`config.mk`:
```
export PLATFORM = sky130hd
export DESIGN_NAME = effa_ctrl
export DESIGN_NICKNAME = d
export VERILOG_FILES = /design/src/rtl/effa_pkg.sv /design/src/rtl/effa_ctrl.sv
export SDC_FILE = /design/constraint.sdc
export NUM_CORES = 1
export LEC_CHECK = 0
export ABC_AREA = 1
export BUFFER_PORTS_ARGS = -buffer_cell sky130_fd_sc_hd__buf_4
export CORE_AREA = 2 2 39 41
export CTS_CLUSTER_DIAMETER = 100
export DETAILED_ROUTE_END_ITERATION = 8
export DIE_AREA = 0 0 41 43
export GPL_TIMING_DRIVEN = 0
export PLACE_DENSITY = 0.73
export SLEW_MARGIN = 0
export SYNTH_ARGS = -nofsm -noshare
export SYNTH_HDL_FRONTEND = slang
export SYNTH_SLANG_ARGS = --single-unit
```
`constraint.sdc`:
```
create_clock -name clk -period 1.1 [get_ports clk]
set_input_delay 0 -clock clk [delete_from_list [all_inputs] [get_ports clk]]
set_output_delay 0 -clock clk [all_outputs]
set_load 0.05 [all_outputs]
```
`src/rtl/effa_pkg.sv`:
```
// Shared types and constants of the extent first-fit allocator.
// Used by the controller, the datapath and the top level.
`default_nettype none
package effa_pkg;

  localparam int MAX_EXTENTS = 64;
  localparam int POS_BITS    = 32;
  localparam int LEN_BITS    = 32;
  localparam int REQ_LEN_BITS = 31;
  localparam int CAP_BITS    = 32;
  localparam int IDX_W       = $clog2(MAX_EXTENTS);
  localparam int CNT_W       = $clog2(MAX_EXTENTS + 2);
  localparam int WC_W        = $clog2(MAX_EXTENTS + 3);
  localparam int EW          = POS_BITS + 1;
  localparam int STAT_BITS   = 3;

  localparam logic OP_ALLOC   = 1'b0;
  localparam logic OP_RELEASE = 1'b1;

  typedef enum logic [STAT_BITS-1:0] {
    ST_OK         = 3'd0,
    ST_NO_SPACE   = 3'd1,
    ST_TABLE_FULL = 3'd2,
    ST_NOT_FOUND  = 3'd3,
    ST_ZERO_LEN   = 3'd4
  } status_t;

  typedef enum logic [2:0] {
    S_IDLE,
    S_SCAN,
    S_BUILD,
    S_COMMIT,
    S_DONE
  } state_t;

  typedef struct packed {
    logic [POS_BITS-1:0] start;
    logic [LEN_BITS-1:0] len;
    logic                used;
  } entry_t;

  typedef struct packed {
    logic    accept;
    logic    scan;
    logic    prep;
    logic    build;
    logic    flush;
    logic    commit;
    logic    load_out;
    status_t code;
  } cmd_t;

  typedef struct packed {
    logic zero_len;
    logic is_release;
    logic scan_hit;
    logic scan_end;
    logic no_space;
    logic build_done;
    logic overflow;
    logic out_free;
  } sts_t;

endpackage
`default_nettype wire

```
`src/rtl/effa_ctrl.sv`:
```
// Sequencing state machine of the extent allocator.
// Depends on effa_pkg; drives the datapath by command and reads its status.
`default_nettype none
module effa_ctrl
  import effa_pkg::*;
(
  input  wire  clk,
  input  wire  rst_n,
  input  wire  in_tvalid,
  output logic in_tready,
  input  sts_t sts,
  output cmd_t cmd
);

  state_t  state_r, state_nxt;
  status_t code_r, code_nxt;

  always_ff @(posedge clk) begin
    if (!rst_n) begin
      state_r <= S_IDLE;
      code_r  <= ST_OK;
    end else begin
      state_r <= state_nxt;
      code_r  <= code_nxt;
    end
  end

  always_comb begin
    state_nxt = state_r;
    code_nxt  = code_r;
    in_tready = 1'b0;
    cmd       = '0;
    cmd.code  = code_r;
    case (state_r)
      S_IDLE: begin
        in_tready = 1'b1;
        if (in_tvalid) begin
          cmd.accept = 1'b1;
          state_nxt  = S_SCAN;
        end
      end
      S_SCAN: begin
        if (sts.zero_len) begin
          code_nxt  = ST_ZERO_LEN;
          state_nxt = S_DONE;
        end else if (sts.scan_hit) begin
          cmd.prep  = 1'b1;
          state_nxt = S_BUILD;
        end else if (sts.scan_end) begin
          if (sts.is_release) begin
            code_nxt  = ST_NOT_FOUND;
            state_nxt = S_DONE;
          end else if (sts.no_space) begin
            code_nxt  = ST_NO_SPACE;
            state_nxt = S_DONE;
          end else begin
            cmd.prep  = 1'b1;
            state_nxt = S_BUILD;
          end
        end else begin
          cmd.scan = 1'b1;
        end
      end
      S_BUILD: begin
        if (sts.build_done) begin
          cmd.flush = 1'b1;
          state_nxt = S_COMMIT;
        end else begin
          cmd.build = 1'b1;
        end
      end
      S_COMMIT: begin
        cmd.commit = 1'b1;
        code_nxt   = sts.overflow ? ST_TABLE_FULL : ST_OK;
        state_nxt  = S_DONE;
      end
      S_DONE: begin
        if (sts.out_free) begin
          cmd.load_out = 1'b1;
          state_nxt    = S_IDLE;
        end
      end
      default: state_nxt = S_IDLE;
    endcase
  end

endmodule
`default_nettype wire

```
* Word-level counts from Yosys, hierarchy flattened *
Index checks and enable logic that the tools add are counted.

cells by class
  equality and inequality tests = 11
  mux-type cells = 33
  reductions and logical operators = 4

operator list
  operator                                             count
  two-way mux 3 bit                                    13
  one-hot mux 3 bit (5 select lines)                   1
  two-way mux 1 bit                                    14
  two-way mux 2 bit                                    4
  inequality test 4 bit, second input constant         2
  AND reduction 4 bit                                  2
  equality test 3 x 2 -> 1 bit, second input constant  2
  inequality test 2 bit, second input constant         3
  inequality test 3 bit, second input constant         2
  one-hot mux 3 bit (2 select lines)                   1
  equality test 3 x 1 -> 1 bit, second input constant  1
  equality test 3 bit, second input constant           1
  zero test 3 bit                                      1
  nonzero test 2 bit                                   1

word-level totals
  bits in registers = 6
  output and inout bits = 11
  input bits = 11
  word-level logic and storage cells = 50

* Depth between registers and ports, before layout *
  depth in word-level cells = 6
  gate-level depth with buffers = 8
  depth with buffers taken out = 8

* Least setup slack after synthesis *
Ideal clock, no wire load.

  path kind = reg2out
  from = register state_r[2]
  to = output port cmd[3] in the netlist's numbering
  path slack = -0.869 ns
  buffers on the path = 0
  stages on the path, launching flop included = 3
  arrival = 1.969 ns
  cells stage by stage = dfxtp_1 -> inv_1 -> nor4_1

RTL lines
  element                 RTL line         source
  from (decl)             effa_ctrl.sv:15  state_t state_r, state_nxt;
  from (signal assigned)  effa_ctrl.sv:23  state_r <= state_nxt;
  to (decl)               effa_ctrl.sv:12  output cmd_t cmd

==> flow_summary.toml <==
[run_status]
outcome = "finished with violations"
violations = "setup timing"

[routing]
drt_iter0_drc = 4
drt_wl_total_um = 1320
ant_nets = 0
via_per_inst = 4.61
vias = 544
routedWlPerCell_um = 11.1
dr.pass1.iters = 2
drcViolationCount = 0

[critical_path]
crit_path_start_kind = "register"
r2r-start = "state_r[1]"
path_max_fanout = 6
startpoint = "state_r[1]"
critPathCaptureType = "primary output"
critPathRequiredTime_ps = 1100
criticalPathCategory = "reg -> out"
worst_ep_arrival_time_ps = 1200
reg2reg_depth = 9
r2r-end = "state_r[1]"
rrSetupSlack_ps = -80

[pwr]
leakagePower_nw = 0.401
power_density_mw_per_mm2 = 2900
ir_drop_v = 0.00169

[finish]
final_cells = 118
multi_input_area_um2 = 380
insertedDiodeCount = 0
design_area_um2 = 865
seq_area_um2 = 129
syn_to_final_growth_pct = 89.3
drive_gt1_share_pct = 63.7
nNetsFinal = 115
fillers = 121

[global_route]
antenna_found_initial = 0
grt_pass1_vias = 554
grt_max_degree = 7
grt_pass1_wl_um = 2080
track_usage_pct = 17.2
overflow = 0

[placement]
place_congestion = 0.663
post_dp_cell_area_um2 = 683
numPortBuffers = 21
place_inst = 108
dp_hpwl_um = 915

[sta]
rsz0062_at_grt = "true"
hold_viol_final = 0
period_share_pct = 109
finalWorstSetupSlack_ps = -96.6
final-setup-viol-count = 11
whs_ps = 22.3
finalMaxSlewViolations = 0
finalCriticalPeriod_ps = 1200
skew_ps = 0.785
maxSlewHeadroom_pct = 76.3
fmax_mhz = 836
tightest_slew_ps = 351

[yosys]
syn_area_um2 = 457
ys_seq_area_share_pct = 26.3
synthArstFlopShare_pct = 0
yosys.area.top_type_share_pct = 26.3
synthCells = 71
synth_area_leaders = "dfxtp_1 (26%), nor2_1 (14%), nand2_1 (8.2%)"
ys_warn_count = 0
syn_nets = 82
ys_seq_elements = 6
synth_edf_count = 0
avgSynthCellArea_um2 = 6.43
post-synth-top-count-cell = "nor2_1"
synth.distinct_cells = 18
ys_dominant_reg_cell = "dfxtp_1"
synth_largest_area_cell = "dfxtp_1"
synth_top_cells_by_count = "nor2_1 (17), nand2_1 (10), inv_1 (9)"

[clock_tree]
h-tree-depth = 1
cts.sinks = 6
ctsRootBufferMaster = "clkbuf_4"
insertion_delay_ps = 240
cts_buffers = 3
cts_tree = "built"
postCtsHoldBufs = 0
clk_pin_slew_worst_paths_ps = 40
clockBufferDepth = 2

[floorplan]
rows = 14
die-height_um = 43
initial_core_util_pct = 33.0
die_x_um = 41
io_pins = 22
die-area_mm2 = 0.00176
core_area_mm2 = 0.00138

[worst_hold_path]
min_from = "rst_n"
hold_path_class = "in -> reg"
whs_path_depth = 3
whs_endpoint = "code_r[0]"

[job]
drv_cap = 0
==> what timing repair did <==
item / 4_1_cts / 5_1_grt
setup buffers: 6 / 1
setup endpoints to repair: 11 / 14
pin swaps: 6 / 6
hold endpoints to repair: 0 / 0
gates resized for setup: 23 / 8
==> layout make-up <==
type / count / share of cell area [%]
plain buffers: 1 / 1.30
repair buffers: 28 / 29.5
well taps: 16 / 2.32
clock buffers: 3 / 2.60
flip-flops and latches: 6 / 14.9
inverters: 11 / 5.35
multi-input cells: 53 / 44.0
==> critical path, stage by stage (launching register included) <==
cell	delay, ps
dfxtp_2	310
buf_6	130
nor2_4	130
nand2_2	90
nor3_4	120
buf_6	180
==> metal layers <==
layer | vias to the layer above | global-route usage (%) | part of all wire (%) | wire length (µm)
li1 | 285 | - | - | -
met1 | 251 | 19.6 | 39 | 508
met2 | 8 | 28.7 | 59 | 778
met3 | 0 | 3.14 | 2.1 | 28
met4 | 0 | 8.00 | 0 | 0
met5 | - | 0 | 0 | 0
==> worst max-delay path by stage <==
stage / cells past startpoint / slack, ps / endpoint
2_1_floorplan: 3 / -150 / cmd[5]
3_3_place_gp: 7 / -10 / state_r[0]
6_report: 5 / -100 / cmd[7]
3_5_place_dp: 6 / -40 / state_r[0]
4_1_cts: 5 / -100 / cmd[7]
5_1_grt: 5 / -150 / cmd[7]
==> through the flow <==
| stage | TNS, ps | power [mW] | worst slack (ps) | utilization, % |
|---|---|---|---|---|
| floorplan | -569 | 1.54 | -145 | - |
| global placement | -22.1 | 1.84 | -11.6 | 49.4 |
| detailed placement | -61.1 | 1.87 | -37.3 | 49.4 |
| CTS | -625 | 2.36 | -104 | 59.8 |
| global route | -1410 | 2.66 | -151 | 62.5 |
| finish | -551 | 2.51 | -96.6 | 62.5 |
==> state kept, by name, indices dropped and copies added (netlist names) <==
name and flops:
code_r 3, state_r 3
==> logic make-up (layout without fill, tap and decap cells) <==
family	count (synthesis)	in the layout	synth area share (%)
AND/OR/NAND/NOR	46	46	51.5
AO/OA/AOI/OAI	7	7	10.7
buffers and inverters	12	43	11.5
flip-flops	6	6	26.3
==> placed cells by master (no fill, tap or decap), types with 2 or more instances in the layout <==
| cell type | count |
|---|---|
| clkbuf_4 | 3 |
| nand3_1 | 2 |
| buf_6 | 7 |
| inv_2 | 4 |
| nand3_2 | 2 |
| dfxtp_4 | 2 |
| dfxtp_1 | 3 |
| buf_8 | 3 |
| nand2_2 | 4 |
| nor2_4 | 7 |
| a21oi_1 | 2 |
| nor2_1 | 13 |
| nand2_1 | 9 |
| inv_1 | 5 |
| inv_4 | 2 |
| buf_4 | 19 |
| nor2_2 | 3 |
| nor3_4 | 2 |
==> power breakdown <==
| group | switching, mW | total, mW | internal, mW |
|---|---|---|---|
| clock network | 0.0692 | 0.192 | 0.123 |
| logic | 1.15 | 1.88 | 0.738 |
| registers | 0.108 | 0.434 | 0.326 |
| total | 1.32 | 2.51 | 1.19 |
Power figures use the tool's default switching activity.
